--- config.mk ---
export PLATFORM = sky130hd
export DESIGN_NAME = edf_ready_queue_select
export DESIGN_NICKNAME = d
export VERILOG_FILES = /design/src/rtl/edfq_pkg.sv /design/src/rtl/edfq_cell.sv /design/src/rtl/edf_ready_queue_select.sv
export SDC_FILE = /design/constraint.sdc
export NUM_CORES = 1
export LEC_CHECK = 0
export BUFFER_PORTS_ARGS = -buffer_cell sky130_fd_sc_hd__clkbuf_2
export CAP_MARGIN = 20
export CORE_MARGIN = 2
export CORE_UTILIZATION = 40
export DETAILED_ROUTE_END_ITERATION = 16
export SLEW_MARGIN = 10
export SYNTH_ARGS = -nofsm -noshare
export SYNTH_HDL_FRONTEND = slang
export SYNTH_SLANG_ARGS = --single-unit
--- constraint.sdc ---
create_clock -name clk -period 4.7 [get_ports clk]
set_input_delay 0.47 -clock clk [delete_from_list [all_inputs] [get_ports clk]]
set_output_delay 0.47 -clock clk [all_outputs]
set_load 0.02 [all_outputs]
--- src/rtl/edfq_pkg.sv ---
// ----------------------------------------------------------------------------
// EDF ready queue package
// Shared types and constants for the earliest-deadline-first ready set.
// ----------------------------------------------------------------------------
package edfq_pkg;

  localparam int MAX_TASK_COUNT = 16;
  localparam int NULL_TASK_ID   = 0;
  localparam int KEY_WIDTH      = 32;

  localparam int ID_W    = 4;
  localparam int IN_KEY_W = 32;
  localparam int CNT_W   = 5;

  typedef enum logic [1:0] {
    OP_INSERT = 2'd0,
    OP_REMOVE = 2'd1,
    OP_SELECT = 2'd2,
    OP_NONE   = 2'd3
  } op_t;

  typedef enum logic [1:0] {
    ST_IDLE = 2'd0,
    ST_SCAN = 2'd1,
    ST_DONE = 2'd2
  } state_t;

  // Control from sequencer to every cell
  typedef struct packed {
    logic load;   // broadcast insert into one cell
    logic clear;  // drop one cell's present bit
    logic shift;  // rotate the ring one place
  } cell_ctrl_t;

endpackage

--- src/rtl/edfq_cell.sv ---
// ----------------------------------------------------------------------------
// EDF ready queue cell
// Holds one slot of the ring: present bit, id and key; passes to its neighbor.
// ----------------------------------------------------------------------------
module edfq_cell #(
  parameter int ID_W  = 4,
  parameter int KEY_W = 32
) (
  input  logic                 clk,
  input  logic                 rst_n,
  input  edfq_pkg::cell_ctrl_t ctrl,
  input  logic                 sel_load,
  input  logic                 sel_clear,
  input  logic [KEY_W-1:0]     load_key,
  input  logic                 prev_vld,
  input  logic [ID_W-1:0]      prev_id,
  input  logic [KEY_W-1:0]     prev_key,
  input  logic [ID_W-1:0]      init_id,
  output logic                 vld,
  output logic [ID_W-1:0]      id,
  output logic [KEY_W-1:0]     key
);

  logic             vld_r, vld_nxt;
  logic [ID_W-1:0]  id_r, id_nxt;
  logic [KEY_W-1:0] key_r, key_nxt;

  // Shift from neighbor, else load or clear own slot
  always_comb begin
    vld_nxt = vld_r;
    id_nxt  = id_r;
    key_nxt = key_r;
    if (ctrl.shift) begin
      vld_nxt = prev_vld;
      id_nxt  = prev_id;
      key_nxt = prev_key;
    end else if (ctrl.load && sel_load) begin
      vld_nxt = 1'b1;
      key_nxt = load_key;
    end else if (ctrl.clear && sel_clear) begin
      vld_nxt = 1'b0;
    end
  end

  always_ff @(posedge clk) begin
    if (!rst_n) begin
      vld_r <= 1'b0;
      id_r  <= init_id;
    end else begin
      vld_r <= vld_nxt;
      id_r  <= id_nxt;
    end
    key_r <= key_nxt;
  end

  assign vld = vld_r;
  assign id  = id_r;
  assign key = key_r;

endmodule

--- src/rtl/edf_ready_queue_select.sv ---
// ----------------------------------------------------------------------------
// EDF ready queue select
// Ready set of tasks with deadline keys; insert, remove, select earliest.
// ----------------------------------------------------------------------------
// Usage: one request enters on the in_ stream (op, task_id, deadline_key),
// one result leaves on the out_ stream per request, in order.
// Tasks live in a ring of MAX_TASK_COUNT cells, each holding its id, present
// bit and key. Insert and remove address a cell directly (accept, then the
// DONE state, then result register). Select rotates the ring one full turn,
// one entry per cycle, past a single comparator at the ring head, tracking
// the best key and lowest id, then writes the result in DONE. After the turn
// every cell sits where it began, so the winner is cleared by id.
// Reset empties the set; keys are undefined until inserted.
// One request is worked at a time. While the receiver stalls, the result
// stays in the output register and in_tready stays low until it is taken.
// ----------------------------------------------------------------------------
module edf_ready_queue_select #(
  parameter int MAX_TASK_COUNT = edfq_pkg::MAX_TASK_COUNT,
  parameter int NULL_TASK_ID   = edfq_pkg::NULL_TASK_ID,
  parameter int KEY_WIDTH      = edfq_pkg::KEY_WIDTH
) (
  input  logic        clk,
  input  logic        rst_n,
  input  logic        in_tvalid,
  output logic        in_tready,
  input  logic [39:0] in_tdata,   // [1:0] op, [5:2] task_id, [37:6] deadline_key
  output logic        out_tvalid,
  input  logic        out_tready,
  output logic [15:0] out_tdata   // [3:0] chosen_task, [4] idle, [5] status,
                                  // [10:6] ready_count
);

  localparam int SLOT_W = (MAX_TASK_COUNT > 1) ? $clog2(MAX_TASK_COUNT) : 1;
  localparam int CW     = $clog2(MAX_TASK_COUNT + 1);
  localparam int ID_W   = edfq_pkg::ID_W;
  localparam int KW     = KEY_WIDTH;

  edfq_pkg::state_t state_r, state_nxt;

  // Request registers
  logic [1:0]      op_r;
  logic [ID_W-1:0] tid_r;
  logic [KW-1:0]   lkey_r;

  logic [CW-1:0]   total_r;
  logic [CW-1:0]   scan_cnt_r;
  logic            best_fnd_r;
  logic [SLOT_W-1:0] best_id_r;
  logic [KW-1:0]   best_key_r;

  logic            ovld_r;
  logic [ID_W-1:0] ochosen_r, ochosen_nxt;
  logic            oidle_r, ostat_r;
  logic            oidle_nxt, ostat_nxt;
  logic [CW-1:0]   ocnt_r, ocnt_nxt;

  logic [MAX_TASK_COUNT-1:0]  cvld;
  logic [SLOT_W-1:0]          cid  [MAX_TASK_COUNT];
  logic [KW-1:0]              ckey [MAX_TASK_COUNT];

  edfq_pkg::cell_ctrl_t ctrl;
  logic accept_in, id_ok, hit, scan_last;
  logic [SLOT_W-1:0] tslot;

  assign accept_in = in_tvalid && in_tready;
  assign in_tready = (state_r == edfq_pkg::ST_IDLE) && !ovld_r;
  assign tslot     = SLOT_W'(tid_r);
  assign id_ok     = (32'(tid_r) < 32'(MAX_TASK_COUNT));
  assign hit       = id_ok && cvld[tslot];
  assign scan_last = (scan_cnt_r == CW'(MAX_TASK_COUNT - 1));

  // Ring of cells; cell 0 is the head, fed back from the tail
  for (genvar g = 0; g < MAX_TASK_COUNT; g++) begin : g_cell
    localparam int P = (g == 0) ? MAX_TASK_COUNT - 1 : g - 1;
    edfq_cell #(.ID_W(SLOT_W), .KEY_W(KW)) u_cell (
      .clk       (clk),
      .rst_n     (rst_n),
      .ctrl      (ctrl),
      .sel_load  (tslot == SLOT_W'(g)),
      .sel_clear (((op_r == edfq_pkg::OP_SELECT) ? best_id_r : tslot) == SLOT_W'(g)),
      .load_key  (lkey_r),
      .prev_vld  (cvld[P]),
      .prev_id   (cid[P]),
      .prev_key  (ckey[P]),
      .init_id   (SLOT_W'(g)),
      .vld       (cvld[g]),
      .id        (cid[g]),
      .key       (ckey[g])
    );
  end

  // Next state
  always_comb begin
    state_nxt = state_r;
    unique case (state_r)
      edfq_pkg::ST_IDLE: if (accept_in) begin
        state_nxt = (edfq_pkg::op_t'(in_tdata[1:0]) == edfq_pkg::OP_SELECT) ?
                    edfq_pkg::ST_SCAN : edfq_pkg::ST_DONE;
      end
      edfq_pkg::ST_SCAN: if (scan_last) state_nxt = edfq_pkg::ST_DONE;
      edfq_pkg::ST_DONE: state_nxt = edfq_pkg::ST_IDLE;
      default: state_nxt = edfq_pkg::ST_IDLE;
    endcase
  end

  // Cell controls
  always_comb begin
    ctrl = '0;
    unique case (state_r)
      edfq_pkg::ST_SCAN: ctrl.shift = 1'b1;
      edfq_pkg::ST_DONE: begin
        case (op_r)
          edfq_pkg::OP_INSERT: ctrl.load  = id_ok && !cvld[tslot];
          edfq_pkg::OP_REMOVE: ctrl.clear = hit;
          edfq_pkg::OP_SELECT: ctrl.clear = best_fnd_r;
          default: ctrl = '0;
        endcase
      end
      default: ctrl = '0;
    endcase
  end

  // Result fields for the request in hand
  always_comb begin
    ochosen_nxt = ID_W'(NULL_TASK_ID);
    oidle_nxt   = 1'b0;
    ostat_nxt   = 1'b0;
    ocnt_nxt    = total_r;
    if (ctrl.load) ocnt_nxt = total_r + CW'(1);
    else if (ctrl.clear) ocnt_nxt = total_r - CW'(1);
    case (op_r)
      edfq_pkg::OP_INSERT: ostat_nxt = !ctrl.load;
      edfq_pkg::OP_REMOVE: ostat_nxt = !hit;
      edfq_pkg::OP_SELECT: begin
        if (best_fnd_r) ochosen_nxt = ID_W'(best_id_r);
        else oidle_nxt = 1'b1;
      end
      default: ostat_nxt = 1'b1;
    endcase
  end

  // Control registers
  always_ff @(posedge clk) begin
    if (!rst_n) begin
      state_r    <= edfq_pkg::ST_IDLE;
      total_r    <= '0;
      ovld_r     <= 1'b0;
      scan_cnt_r <= '0;
      best_fnd_r <= 1'b0;
    end else begin
      state_r <= state_nxt;
      if (accept_in) begin
        scan_cnt_r <= '0;
        best_fnd_r <= 1'b0;
      end
      // Compare the head cell against the running best
      if (state_r == edfq_pkg::ST_SCAN) begin
        scan_cnt_r <= scan_cnt_r + CW'(1);
        if (cvld[0] && (!best_fnd_r || ckey[0] < best_key_r ||
            (ckey[0] == best_key_r && cid[0] < best_id_r))) begin
          best_fnd_r <= 1'b1;
        end
      end
      if (state_r == edfq_pkg::ST_DONE) begin
        ovld_r  <= 1'b1;
        total_r <= ocnt_nxt;
      end else if (out_tvalid && out_tready) begin
        ovld_r <= 1'b0;
      end
    end
  end

  // Payload registers
  always_ff @(posedge clk) begin
    if (accept_in) begin
      op_r   <= in_tdata[1:0];
      tid_r  <= in_tdata[5:2];
      lkey_r <= KW'(in_tdata[6 +: edfq_pkg::IN_KEY_W]);
    end
    if (state_r == edfq_pkg::ST_SCAN && cvld[0] && (!best_fnd_r ||
        ckey[0] < best_key_r || (ckey[0] == best_key_r && cid[0] < best_id_r))) begin
      best_id_r  <= cid[0];
      best_key_r <= ckey[0];
    end
    if (state_r == edfq_pkg::ST_DONE) begin
      ochosen_r <= ochosen_nxt;
      oidle_r   <= oidle_nxt;
      ostat_r   <= ostat_nxt;
      ocnt_r    <= ocnt_nxt;
    end
  end

  assign out_tvalid = ovld_r;
  assign out_tdata  = {5'd0, 5'(ocnt_r), ostat_r, oidle_r, ochosen_r};

  // Checks
  a_count_range: assert property (@(posedge clk) disable iff (!rst_n)
    32'(total_r) <= 32'(MAX_TASK_COUNT))
    else $error("ready count beyond task count");
  a_count_bits: assert property (@(posedge clk) disable iff (!rst_n)
    state_r == edfq_pkg::ST_IDLE |-> 32'(total_r) == 32'($countones(cvld)))
    else $error("ready count disagrees with present bits");
  a_no_accept_busy: assert property (@(posedge clk) disable iff (!rst_n)
    state_r != edfq_pkg::ST_IDLE |-> !in_tready)
    else $error("request taken while busy");
  a_result_after_done: assert property (@(posedge clk) disable iff (!rst_n)
    state_r == edfq_pkg::ST_DONE |=> out_tvalid)
    else $error("result missing after completion");

endmodule
==> metrics.txt, run 1 <==
# TYPE chip_impl_metric gauge
chip_impl_metric{name="synth_xor_xnor_area_share",unit="%"} 0.127
chip_impl_info{name="status",value="completed"} 1
chip_impl_metric{name="fraction_of_synthesized_area_in_multiplexers",unit="%"} 0.444
chip_impl_info{name="crit_path_end_kind",value="flop"} 1
chip_impl_metric{name="power_leakage",unit="nW"} 13.1
chip_impl_metric{name="p_per_cell_area",unit="nW/um^2"} 440
chip_impl_metric{name="synthAdderAreaFrac",unit="%"} 1.95
chip_impl_metric{name="maximum_number_of_pins_on_one_net_before_global_route_repair",unit=""} 242
chip_impl_metric{name="ys_async_sr_fraction",unit="%"} 0
chip_impl_metric{name="diode_insertion_count_for_antenna_repair",unit=""} 0
chip_impl_metric{name="post_cts.repair.setup_buffers",unit=""} 0
chip_impl_metric{name="grt-ovfl-total",unit=""} 0
chip_impl_metric{name="timing.critical_path.fanout_max",unit=""} 19
chip_impl_metric{name="max-cap-violations",unit=""} 0
chip_impl_metric{name="final_net_count",unit=""} 1993
chip_impl_metric{name="global_route_wire_length_before_repair",unit="mm"} 85.8
chip_impl_info{name="critPathLaunchType",value="flop"} 1
chip_impl_metric{name="globalRouteTotalUtil",unit="%"} 15.4
chip_impl_info{name="synth.top_cells.by_area",value="sky130_fd_sc_hd__edfxtp_1 (65%), sky130_fd_sc_hd__a21o_1 (14%), sky130_fd_sc_hd__dfxtp_1 (6.8%)"} 1
chip_impl_metric{name="detailroute.via_count",unit=""} 15100
chip_impl_metric{name="tns",unit="ns"} 0
chip_impl_metric{name="floorplan.core_area",unit="sq um"} 68500
chip_impl_metric{name="setup_ws",unit="ns"} 1.17
chip_impl_metric{name="timing.final.crit_period",unit="ns"} 3.53
chip_impl_metric{name="setup_viol_count_final",unit=""} 0
chip_impl_metric{name="antenna_violations_before_repair",unit=""} 0
chip_impl_metric{name="drive_above_1_share",unit="%"} 10.9
chip_impl_metric{name="drt_iter0_drc",unit=""} 1469
chip_impl_metric{name="dp_hpwl",unit="mm"} 31.1
chip_impl_info{name="layout_commonest_cell",value="sky130_fd_sc_hd__edfxtp_1"} 1
chip_impl_metric{name="drtPass1Iterations",unit=""} 5
chip_impl_metric{name="ys_seq_area_share",unit="%"} 71.7
chip_impl_info{name="hold_start",value="in_tdata[20]"} 1
chip_impl_metric{name="area_added_between_synthesis_and_finish",unit="%"} 12.7
chip_impl_metric{name="place.detailed.instances",unit=""} 2707
chip_impl_metric{name="crit_path_required_time",unit="ns"} 4.98
chip_impl_metric{name="final_hold_viol_count",unit=""} 0
chip_impl_info{name="timing.setup.critical_path_class",value="flop to flop"} 1
chip_impl_metric{name="ctsLongestPathBuffers",unit=""} 3
chip_impl_metric{name="postSynthRegisterBits",unit=""} 691
chip_impl_metric{name="number_of_antenna_violating_nets_in_the_routed_design",unit=""} 0
chip_impl_metric{name="achievable-frequency",unit="MHz"} 283
chip_impl_info{name="critical_path.reg2reg.startpoint",value="tid_r[1]"} 1
chip_impl_metric{name="yosysUniqueCellTypes",unit=""} 54
chip_impl_metric{name="cts_hold_repair.buffers",unit=""} 4
chip_impl_info{name="clockRootBuffer",value="sky130_fd_sc_hd__clkbuf_16"} 1
chip_impl_metric{name="data_arrival_time_at_the_worst_slack_endpoint",unit="ns"} 3.81
chip_impl_info{name="tritoncts",value="done"} 1
chip_impl_metric{name="synthSimpleGateAreaFrac",unit="%"} 5.34
chip_impl_info{name="dominantRegCellSynth",value="sky130_fd_sc_hd__edfxtp_1"} 1
chip_impl_metric{name="tritoncts_num_sinks",unit=""} 691
chip_impl_metric{name="htreeDepth",unit=""} 3
chip_impl_metric{name="avgViaCountPerCell",unit=""} 5.29
chip_impl_metric{name="routed_wire_length_per_instance",unit="um"} 19.3
chip_impl_metric{name="drt-total-wl",unit="mm"} 54.9
chip_impl_metric{name="cts-buffers-inserted",unit=""} 74
chip_impl_metric{name="timing_max_transition_violations_final",unit=""} 0
chip_impl_metric{name="number_of_enable_type_register_cells_in_the_synthesized_netlist",unit=""} 597
chip_impl_info{name="hold_path_class",value="input port to flop"} 1
chip_impl_metric{name="max-vdd-ir-drop",unit="uV"} 235
chip_impl_info{name="grt_setup_unrepaired",value="false"} 1
chip_impl_metric{name="synth_area",unit="sq um"} 27600
chip_impl_info{name="final_cell_mix",value="sky130_fd_sc_hd__edfxtp_1 (597), sky130_fd_sc_hd__a21o_1 (522), sky130_fd_sc_hd__nand2_1 (158)"} 1
chip_impl_metric{name="rows",unit=""} 96
chip_impl_metric{name="detailedPlace.worstSlack",unit="ns"} 1.19
chip_impl_metric{name="die-area",unit="sq um"} 71100
chip_impl_metric{name="number_of_design_rule_violations_left_after_detail_routing",unit=""} 0
chip_impl_metric{name="design.portCount",unit=""} 62
chip_impl_metric{name="maxSlewHeadroom",unit="%"} 29.5
chip_impl_metric{name="synth_top_cell_area_share",unit="%"} 64.9
chip_impl_info{name="synth_top_family_by_area",value="compound AO/OA/AOI/OAI gates"} 1
chip_impl_metric{name="cts-resized-gates",unit=""} 0
chip_impl_metric{name="clkTransAtPathRegs",unit="ns"} 0.06
chip_impl_metric{name="clock_insertion_delay_worst_skew",unit="ns"} 0.61
chip_impl_metric{name="floorplan.initialDensity",unit="%"} 40.3
chip_impl_info{name="synth_top_cell_by_area",value="sky130_fd_sc_hd__edfxtp_1"} 1
chip_impl_metric{name="gp_routability_congestion",unit=""} 0.810
chip_impl_metric{name="port_buffers",unit=""} 54
chip_impl_metric{name="register_to_register_setup_slack",unit="ns"} 1.17
chip_impl_metric{name="post-layout-total-power",unit="mW"} 13.7
chip_impl_metric{name="postSynthAreaPerCell",unit="sq um"} 14.5
chip_impl_metric{name="number_of_global_route_vias_before_repair",unit=""} 15100
chip_impl_metric{name="worst_clock_skew",unit="ns"} 0.0208
chip_impl_metric{name="timing.final.crit_share",unit="%"} 75.1
chip_impl_metric{name="dieHeight",unit="um"} 267
chip_impl_metric{name="tightestPinTransition",unit="ns"} 1.06
chip_impl_metric{name="synthesis.yosys.warnings",unit=""} 0
chip_impl_metric{name="fin_cells",unit=""} 2845
chip_impl_info{name="startpoint",value="tid_r[1]"} 1
chip_impl_metric{name="area_fraction_in_compound_gates_after_synthesis",unit="%"} 17.4
chip_impl_metric{name="die_w",unit="um"} 267
chip_impl_metric{name="synth_cells",unit=""} 1910
## area by class of cell
| cell class | count | area (sq um) |
|---|---|---|
| multi-input cells | 1015 | 7170 |
| flip-flops and latches | 691 | 19800 |
| clock buffers | 108 | 2070 |
| well taps | 882 | 1100 |
| repair buffers | 83 | 568 |
| clock inverters | 25 | 239 |
| fillers | 6002 | 37400 |
| inverters | 41 | 154 |
## cells in the mapped netlist (5+ instances only)
cell type / count
sky130_fd_sc_hd__edfxtp_1: 597
sky130_fd_sc_hd__a21o_1: 523
sky130_fd_sc_hd__nand2_1: 159
sky130_fd_sc_hd__clkbuf_1: 152
sky130_fd_sc_hd__dfxtp_1: 94
sky130_fd_sc_hd__nand3_1: 45
sky130_fd_sc_hd__ha_1: 43
sky130_fd_sc_hd__and2_1: 42
sky130_fd_sc_hd__inv_1: 41
sky130_fd_sc_hd__a21boi_0: 34
sky130_fd_sc_hd__o21ai_0: 28
sky130_fd_sc_hd__a21oi_1: 13
sky130_fd_sc_hd__nor2b_1: 12
sky130_fd_sc_hd__o21a_1: 12
sky130_fd_sc_hd__nor2_1: 11
sky130_fd_sc_hd__nand4_1: 9
sky130_fd_sc_hd__o221a_2: 9
sky130_fd_sc_hd__and3_1: 7
sky130_fd_sc_hd__buf_4: 7
sky130_fd_sc_hd__a31oi_1: 6
sky130_fd_sc_hd__nand2b_1: 5
sky130_fd_sc_hd__o21ai_1: 5
## per-layer routing
metal  track usage [%]  vias to the layer above  part of all wire (%)
met2              24.5                      285                    47
met3              2.71                       81                   3.9
li1                  -                     7061                     -
met4              4.63                        0                   2.1
met5                 0                        -                     0
met1              21.7                     7628                    47
## state kept, by name, indices dropped and copies added, names as in the netlist, 2 cells and up
register and flops:
best_id_r 4, g_cell.u_cell.id 64, ochosen_r 4, op_r 2, total_r 5, g_cell.u_cell.key 512
g_cell.u_cell.vld 16, state_r 2, scan_cnt_r 5, tid_r 4, best_key_r 32, ocnt_r 5
lkey_r 32
## critical path: stages (launching register included)
cell	delay, ns
sky130_fd_sc_hd__edfxtp_1	0.57
sky130_fd_sc_hd__mux4_1	0.60
sky130_fd_sc_hd__mux2_4	0.31
sky130_fd_sc_hd__or3_1	0.55
sky130_fd_sc_hd__o21ai_4	0.75
sky130_fd_sc_hd__buf_4	0.41
## cell families (layout without fill, tap and decap cells)
family	count (synthesis)	in the layout
DFF	691	691
AOI/OAI and AO/OA	647	647
other	1	5
adders and majority gates	43	43
xor gates and xnor gates	4	4
buffers and inverters	208	257
and+or+nand+nor	310	310
muxes	6	6
## where the power goes
| group | total, mW | switching (mW) | leakage (nW) | internal, mW |
|---|---|---|---|---|
| Combinational | 0.994 | 0.612 | 5.74 | 0.383 |
| Clock | 5.57 | 2.34 | 1.11 | 3.23 |
| Sequential | 7.12 | 0.0934 | 6.22 | 7.03 |
## final timing paths
check	depth (start not counted)	end
setup reg to reg	5	g_cell[1].u_cell.key[3]
setup / recovery	5	g_cell[1].u_cell.key[3]
hold reg to reg	2	g_cell[12].u_cell.id[2]
hold / removal	1	lkey_r[14]
## metrics by stage
stage | utilization, % | hold slack [ns] | cell area (sq um)
2_1_floorplan | - | 0.424 | 27600
3_3_place_gp | 42.0 | 0.442 | 28700
3_5_place_dp | 42.0 | 0.454 | 28700
4_1_cts | 45.4 | 0.000651 | 31100
5_1_grt | 45.4 | 0.00853 | 31100
6_report | 45.4 | 0.0364 | 31100
No activity file was read; power rests on OpenSTA's default activity.
==> inputs of run 2 (changes only) <==
==> constraint.sdc (replaced) <==
create_clock -name clk -period 3.7 [get_ports clk]
set_input_delay 0.37 -clock clk [delete_from_list [all_inputs] [get_ports clk]]
set_output_delay 0.37 -clock clk [all_outputs]
set_load 0.02 [all_outputs]
==> metrics.txt, run 2 (same netlist as run 1, synthesis figures left out) <==
# TYPE chip_impl_metric gauge
chip_impl_info{name="status",value="completed"} 1
chip_impl_info{name="crit_path_end_kind",value="flop"} 1
chip_impl_metric{name="max-cap-violations",unit=""} 0
chip_impl_metric{name="tritoncts_num_sinks",unit=""} 691
chip_impl_metric{name="avgViaCountPerCell",unit=""} 5.22
chip_impl_metric{name="clkTransAtPathRegs",unit="ns"} 0.07
chip_impl_metric{name="crit_path_required_time",unit="ns"} 3.94
chip_impl_metric{name="worst_hold_slack",unit="ns"} 0.0894
chip_impl_metric{name="grt-ovfl-total",unit=""} 0
chip_impl_info{name="clockRootBuffer",value="sky130_fd_sc_hd__clkbuf_16"} 1
chip_impl_info{name="cp_slowest_cell",value="sky130_fd_sc_hd__mux4_1"} 1
chip_impl_metric{name="max-vdd-ir-drop",unit="uV"} 367
chip_impl_metric{name="data_arrival_time_at_the_worst_slack_endpoint",unit="ns"} 3.37
chip_impl_metric{name="setup_viol_count_final",unit=""} 0
chip_impl_metric{name="gp_routability_congestion",unit=""} 0.819
chip_impl_metric{name="cts-buffers-inserted",unit=""} 74
chip_impl_metric{name="cts_hold_repair.buffers",unit=""} 38
chip_impl_metric{name="clock_insertion_delay_worst_skew",unit="ns"} 0.61
chip_impl_info{name="layout_commonest_cell",value="sky130_fd_sc_hd__edfxtp_1"} 1
chip_impl_metric{name="maximum_number_of_pins_on_one_net_before_global_route_repair",unit=""} 257
chip_impl_metric{name="die-area",unit="sq um"} 71100
chip_impl_metric{name="timing.final.crit_share",unit="%"} 84.7
chip_impl_metric{name="rows",unit=""} 96
chip_impl_metric{name="final_hold_viol_count",unit=""} 0
chip_impl_metric{name="critical_path.max_stage_delay",unit="ns"} 0.61
chip_impl_metric{name="drt-total-wl",unit="mm"} 52.3
chip_impl_metric{name="floorplan.initialDensity",unit="%"} 40.3
chip_impl_metric{name="maxSlewHeadroom",unit="%"} 19.2
chip_impl_metric{name="area_added_between_synthesis_and_finish",unit="%"} 14.6
chip_impl_metric{name="timing.final.crit_period",unit="ns"} 3.13
chip_impl_metric{name="die_w",unit="um"} 267
chip_impl_metric{name="final_net_count",unit=""} 2034
chip_impl_metric{name="global_route_wire_length_before_repair",unit="mm"} 82.5
chip_impl_metric{name="number_of_design_rule_violations_left_after_detail_routing",unit=""} 0
chip_impl_info{name="cpLargestDelayFamily",value="multiplexers"} 1
chip_impl_metric{name="ctsLongestPathBuffers",unit=""} 3
chip_impl_metric{name="number_of_buffers_and_inverters_on_the_critical_path",unit=""} 1
chip_impl_metric{name="globalRouteTotalUtil",unit="%"} 14.8
chip_impl_metric{name="dieHeight",unit="um"} 267
chip_impl_metric{name="routed_wire_length_per_instance",unit="um"} 18.1
chip_impl_metric{name="timing.critical_path.fanout_max",unit=""} 33
chip_impl_info{name="grt_setup_unrepaired",value="false"} 1
chip_impl_metric{name="p_per_cell_area",unit="nW/um^2"} 559
chip_impl_metric{name="timing_max_transition_violations_final",unit=""} 0
chip_impl_metric{name="worst_clock_skew",unit="ns"} 0.0202
chip_impl_info{name="cp_cell_sequence",value="mux4_1 > mux2_4 > nor2_1 > nand2_1 > o21ai_4 > buf_4"} 1
chip_impl_metric{name="power_leakage",unit="nW"} 13.3
chip_impl_metric{name="htreeDepth",unit=""} 3
chip_impl_metric{name="drive_above_1_share",unit="%"} 11.5
chip_impl_metric{name="tightestPinTransition",unit="ns"} 1.21
chip_impl_metric{name="largest_register_ffs",unit=""} 512
chip_impl_info{name="final_cell_mix",value="sky130_fd_sc_hd__edfxtp_1 (597), sky130_fd_sc_hd__a21o_1 (522), sky130_fd_sc_hd__nand2_1 (158)"} 1
chip_impl_metric{name="floorplan.core_area",unit="sq um"} 68500
chip_impl_metric{name="detailroute.via_count",unit=""} 15100
chip_impl_metric{name="design.portCount",unit=""} 62
chip_impl_metric{name="diode_insertion_count_for_antenna_repair",unit=""} 0
chip_impl_info{name="tritoncts",value="done"} 1
chip_impl_metric{name="post_cts.repair.setup_buffers",unit=""} 0
chip_impl_metric{name="number_of_global_route_vias_before_repair",unit=""} 14700
chip_impl_metric{name="number_of_antenna_violating_nets_in_the_routed_design",unit=""} 0
chip_impl_info{name="critPathLaunchType",value="flop"} 1
chip_impl_metric{name="drt_iter0_drc",unit=""} 1260
chip_impl_metric{name="port_buffers",unit=""} 54
chip_impl_metric{name="drtPass1Iterations",unit=""} 5
chip_impl_metric{name="antenna_violations_before_repair",unit=""} 0
chip_impl_metric{name="dp_hpwl",unit="mm"} 29.9
chip_impl_metric{name="achievable-frequency",unit="MHz"} 319
chip_impl_info{name="hold_path_class",value="input port to flop"} 1
chip_impl_info{name="timing.setup.critical_path_class",value="flop to flop"} 1
chip_impl_metric{name="finalCoreUtilization",unit="%"} 46.2
chip_impl_metric{name="cts-resized-gates",unit=""} 0
==> run 2: cell count changes in the layout (fill, tap and decap cells not counted), sizes merged <==
cell,before,now
inv,45,47
buf,25,32
clkinvlp,2,4
bufinv,3,6
clkinv,16,22
clkbuf,162,151
dlygate4sd3,4,38
==> run 2: where the power goes <==
group	internal [mW]	switching, mW	total (mW)	leakage [nW]
sequential	8.92	0.119	9.04	6.22
clock	4.36	3.03	7.39	1.18
combinational	0.514	0.752	1.27	5.92
==> run 2: per-stage QoR <==
| stage | power [mW] | instance area (sq um) | setup TNS (ns) | worst slack [ns] | std cells |
|---|---|---|---|---|---|
| final | 17.7 | 31700 | 0 | 0.566 | 2888 |
| after global routing | 18.4 | 31700 | 0 | 0.421 | 2888 |
| after CTS | 18.0 | 31700 | 0 | 0.574 | 2888 |
| after detailed placement | 10.5 | 28800 | 0 | 0.602 | 2715 |
| after global placement | 10.4 | 28800 | 0 | 0.623 | 2715 |
| after floorplan | 10.1 | 27600 | -133.75 | -0.884 | 1914 |
==> run 2: cell type report <==
cell class	count	area, sq um
Multi-Input combinational cell	1015	7170
Timing Repair Buffer	124	978
Clock inverter	38	383
Sequential cell	691	19800
Clock buffer	97	2050
Tap cell	882	1100
Inverter	41	154
Fill cell	6038	36800
==> run 2: layer usage <==
| metal | vias to the layer above | wire [um] | share of wire (%) | global-route usage (%) |
|---|---|---|---|---|
| met4 | 0 | 915 | 1.7 | 4.72 |
| met2 | 268 | 24300 | 47 | 23.3 |
| met1 | 7589 | 25100 | 48 | 20.9 |
| met5 | - | 0 | 0 | 0 |
| met3 | 64 | 1950 | 3.7 | 2.51 |
| li1 | 7140 | - | - | - |
==> run 2: worst reg2reg max path: stages, from the launching register on <==
cell,delay [ns]
sky130_fd_sc_hd__edfxtp_1,0.58
sky130_fd_sc_hd__mux4_1,0.61
sky130_fd_sc_hd__mux2_4,0.32
sky130_fd_sc_hd__nor2_1,0.15
sky130_fd_sc_hd__nand2_1,0.34
sky130_fd_sc_hd__o21ai_4,0.25
sky130_fd_sc_hd__buf_4,0.50
==> run 2: worst paths after layout <==
check / start / endpoint / slack, ns / cells past startpoint
min reg2reg: g_cell[15].u_cell.id[0] / g_cell[0].u_cell.id[0] / 0.45 / 2
max: tid_r[1] / g_cell[3].u_cell.key[22] / 0.57 / 6
max reg2reg: tid_r[1] / g_cell[3].u_cell.key[22] / 0.57 / 6
min: out_tready / out_tvalid / 0.09 / 3
==> inputs of run 3 (changes only) <==
==> constraint.sdc (replaced) <==
create_clock -name clk -period 3.13 [get_ports clk]
set_input_delay 0.313 -clock clk [delete_from_list [all_inputs] [get_ports clk]]
set_output_delay 0.313 -clock clk [all_outputs]
set_load 0.02 [all_outputs]
==> metrics.txt, run 3 (same netlist as run 1, synthesis figures left out) <==
# TYPE chip_impl_metric gauge
chip_impl_info{name="final_cell_mix",value="sky130_fd_sc_hd__edfxtp_1 (597), sky130_fd_sc_hd__a21o_1 (522), sky130_fd_sc_hd__nand2_1 (158)"} 1
chip_impl_info{name="layout_commonest_cell",value="sky130_fd_sc_hd__edfxtp_1"} 1
chip_impl_metric{name="port_buffers",unit=""} 54
chip_impl_metric{name="routed_wire_length_per_instance",unit="um"} 18.8
chip_impl_metric{name="achievable-frequency",unit="MHz"} 341
chip_impl_metric{name="number_of_antenna_violating_nets_in_the_routed_design",unit=""} 0
chip_impl_metric{name="grt-ovfl-total",unit=""} 0
chip_impl_metric{name="antenna_violations_before_repair",unit=""} 1
chip_impl_metric{name="cts-buffers-inserted",unit=""} 75
chip_impl_metric{name="final_hold_viol_count",unit=""} 0
chip_impl_metric{name="largest_register_ffs",unit=""} 512
chip_impl_metric{name="timing_max_transition_violations_final",unit=""} 0
chip_impl_metric{name="rows",unit=""} 96
chip_impl_metric{name="gp_routability_congestion",unit=""} 0.820
chip_impl_info{name="cp_cell_sequence",value="ha_1 > a21o_1 > a21o_1 > a21oi_1 > a21oi_1 > a2111oi_0 > a21o_2 > buf_4"} 1
chip_impl_info{name="timing.setup.critical_path_class",value="flop to flop"} 1
chip_impl_metric{name="maximum_number_of_pins_on_one_net_before_global_route_repair",unit=""} 261
chip_impl_metric{name="htreeDepth",unit=""} 3
chip_impl_metric{name="post_cts.repair.setup_buffers",unit=""} 0
chip_impl_info{name="status",value="completed"} 1
chip_impl_metric{name="fillerInstances",unit=""} 5975
chip_impl_metric{name="number_of_buffers_and_inverters_on_the_critical_path",unit=""} 1
chip_impl_metric{name="worst_clock_skew",unit="ns"} 0.0295
chip_impl_metric{name="power_leakage",unit="nW"} 13.3
chip_impl_info{name="critical_path.reg2reg.startpoint",value="g_cell[0].u_cell.key[25]"} 1
chip_impl_metric{name="drt_iter0_drc",unit=""} 1258
chip_impl_info{name="min_to",value="best_fnd_r"} 1
chip_impl_metric{name="floorplan.core_area",unit="sq um"} 68500
chip_impl_metric{name="setup_viol_count_final",unit=""} 0
chip_impl_metric{name="final_net_count",unit=""} 2046
chip_impl_metric{name="tns",unit="ns"} 0
chip_impl_metric{name="data_arrival_time_at_the_worst_slack_endpoint",unit="ns"} 3.20
chip_impl_metric{name="drt-total-wl",unit="mm"} 54.6
chip_impl_metric{name="max-cap-violations",unit=""} 0
chip_impl_metric{name="avgViaCountPerCell",unit=""} 5.30
chip_impl_metric{name="timing.final.crit_period",unit="ns"} 2.93
chip_impl_metric{name="cp.depth",unit=""} 8
chip_impl_metric{name="finalCoreUtilization",unit="%"} 46.2
chip_impl_metric{name="die-area",unit="sq um"} 71100
chip_impl_metric{name="dieHeight",unit="um"} 267
chip_impl_info{name="cpLargestDelayFamily",value="compound AO/OA/AOI/OAI gates"} 1
chip_impl_info{name="grt_setup_unrepaired",value="false"} 1
chip_impl_info{name="clockRootBuffer",value="sky130_fd_sc_hd__clkbuf_16"} 1
chip_impl_info{name="tritoncts",value="done"} 1
chip_impl_info{name="hold_path_class",value="input port to flop"} 1
chip_impl_metric{name="worstHoldPathCells",unit=""} 4
chip_impl_metric{name="register_to_register_setup_slack",unit="ns"} 0.20
chip_impl_metric{name="worstRegToRegCells",unit=""} 8
chip_impl_metric{name="worst_hold_slack",unit="ns"} 0.292
chip_impl_metric{name="crit_path_required_time",unit="ns"} 3.40
chip_impl_metric{name="timing.critical_path.fanout_max",unit=""} 20
chip_impl_info{name="worst_r2r_endpoint",value="best_key_r[28]"} 1
chip_impl_metric{name="number_of_design_rule_violations_left_after_detail_routing",unit=""} 0
chip_impl_metric{name="timing.final.crit_share",unit="%"} 93.7
chip_impl_metric{name="ctsLongestPathBuffers",unit=""} 3
chip_impl_metric{name="post-layout-total-power",unit="mW"} 20.4
chip_impl_metric{name="drive_above_1_share",unit="%"} 11.7
chip_impl_metric{name="drtPass1Iterations",unit=""} 7
chip_impl_metric{name="diode_insertion_count_for_antenna_repair",unit=""} 0
chip_impl_metric{name="global_route_wire_length_before_repair",unit="mm"} 85.7
chip_impl_metric{name="clock_insertion_delay_worst_skew",unit="ns"} 0.61
chip_impl_metric{name="tightestPinTransition",unit="ns"} 1.32
chip_impl_metric{name="detailroute.via_count",unit=""} 15400
chip_impl_metric{name="dp_hpwl",unit="mm"} 30.9
chip_impl_metric{name="clkTransAtPathRegs",unit="ns"} 0.06
chip_impl_metric{name="max-vdd-ir-drop",unit="uV"} 407
chip_impl_metric{name="globalRouteTotalUtil",unit="%"} 15.4
chip_impl_info{name="cp_slowest_cell",value="sky130_fd_sc_hd__a2111oi_0"} 1
chip_impl_metric{name="die_w",unit="um"} 267
chip_impl_metric{name="setup_ws",unit="ns"} 0.198
chip_impl_metric{name="p_per_cell_area",unit="nW/um^2"} 646
chip_impl_metric{name="detailedPlace.worstSlack",unit="ns"} -0.0821
chip_impl_info{name="hold_start",value="in_tvalid"} 1
chip_impl_metric{name="area_added_between_synthesis_and_finish",unit="%"} 14.6
chip_impl_metric{name="critical_path.max_stage_delay",unit="ns"} 0.71
chip_impl_metric{name="floorplan.initialDensity",unit="%"} 40.3
chip_impl_info{name="critPathLaunchType",value="flop"} 1
chip_impl_metric{name="design.portCount",unit=""} 62
chip_impl_metric{name="maxSlewHeadroom",unit="%"} 12.1
chip_impl_metric{name="tritoncts_num_sinks",unit=""} 691
chip_impl_metric{name="number_of_global_route_vias_before_repair",unit=""} 15300
chip_impl_info{name="crit_path_end_kind",value="flop"} 1
-- run 3: cell count changes in the layout (fill, tap and decap cells not counted), moves of 2 or more --
cell,delta
sky130_fd_sc_hd__clkinv_2,+2
sky130_fd_sc_hd__buf_4,+4
sky130_fd_sc_hd__bufinv_16,-3
sky130_fd_sc_hd__clkinv_1,+2
sky130_fd_sc_hd__clkbuf_1,+2
sky130_fd_sc_hd__clkbuf_16,-3
sky130_fd_sc_hd__clkinv_4,+3
sky130_fd_sc_hd__buf_12,+6
sky130_fd_sc_hd__clkinvlp_4,-2
-- run 3: layer usage --
metal / track usage (%) / share of wire (%) / vias up
met1: 21.6 / 47 / 7830
met2: 24.2 / 46 / 265
met4: 5.01 / 2.7 / 0
met3: 2.91 / 4.1 / 103
li1: - / - / 7154
met5: 0 / 0 / -
-- run 3: how the worst max path moves through the flow --
stage | slack (ns) | endpoint | startpoint
after floorplan | -0.63 | g_cell[13].u_cell.vld | state_r[1]
after global placement | -0.07 | best_key_r[3] | g_cell[0].u_cell.key[23]
after detailed placement | -0.08 | best_key_r[3] | g_cell[0].u_cell.key[23]
after CTS | 0.16 | best_key_r[29] | g_cell[0].u_cell.key[15]
after global routing | 0.06 | best_key_r[28] | g_cell[0].u_cell.key[25]
final | 0.20 | best_key_r[28] | g_cell[0].u_cell.key[25]
-- run 3: repair_timing --
item / 4_1_cts / 5_1_grt
hold buffers: 39 / 0
hold endpoints to repair: 39 / 0
setup endpoints to repair: 36 / 0
gates resized for setup: 1 / 0
-- run 3: through the flow --
stage	instance area, sq um	cells
6_report	31600	2896
4_1_cts	31600	2896
3_5_place_dp	29000	2725
5_1_grt	31600	2896
2_1_floorplan	27700	1914
3_3_place_gp	29000	2725
-- run 3: worst min-delay path, cell delays in order --
cell,delay [ns]
sky130_fd_sc_hd__clkbuf_2,0.08
sky130_fd_sc_hd__nand2_1,0.22
sky130_fd_sc_hd__nand2_1,0.14
sky130_fd_sc_hd__a21boi_0,0.08
-- run 3: where the power goes --
| group | total [mW] | leakage, nW | switching, mW | internal, mW |
|---|---|---|---|---|
| Sequential | 10.7 | 6.22 | 0.133 | 10.5 |
| Combinational | 1.56 | 5.99 | 0.926 | 0.631 |
| Clock | 8.19 | 1.10 | 3.48 | 4.71 |
| Total | 20.4 | 13.3 | 4.54 | 15.9 |
-- run 3: final cells by class --
class,instances,area (sq um),share of cell area [%]
Clock inverter,37,279,0.882
Inverter,41,154,0.486
Tap cell,882,1100,3.49
Clock buffer,95,1970,6.23
Multi-Input combinational cell,1015,7180,22.7
Timing Repair Buffer,135,1140,3.60
Sequential cell,691,19800,62.6
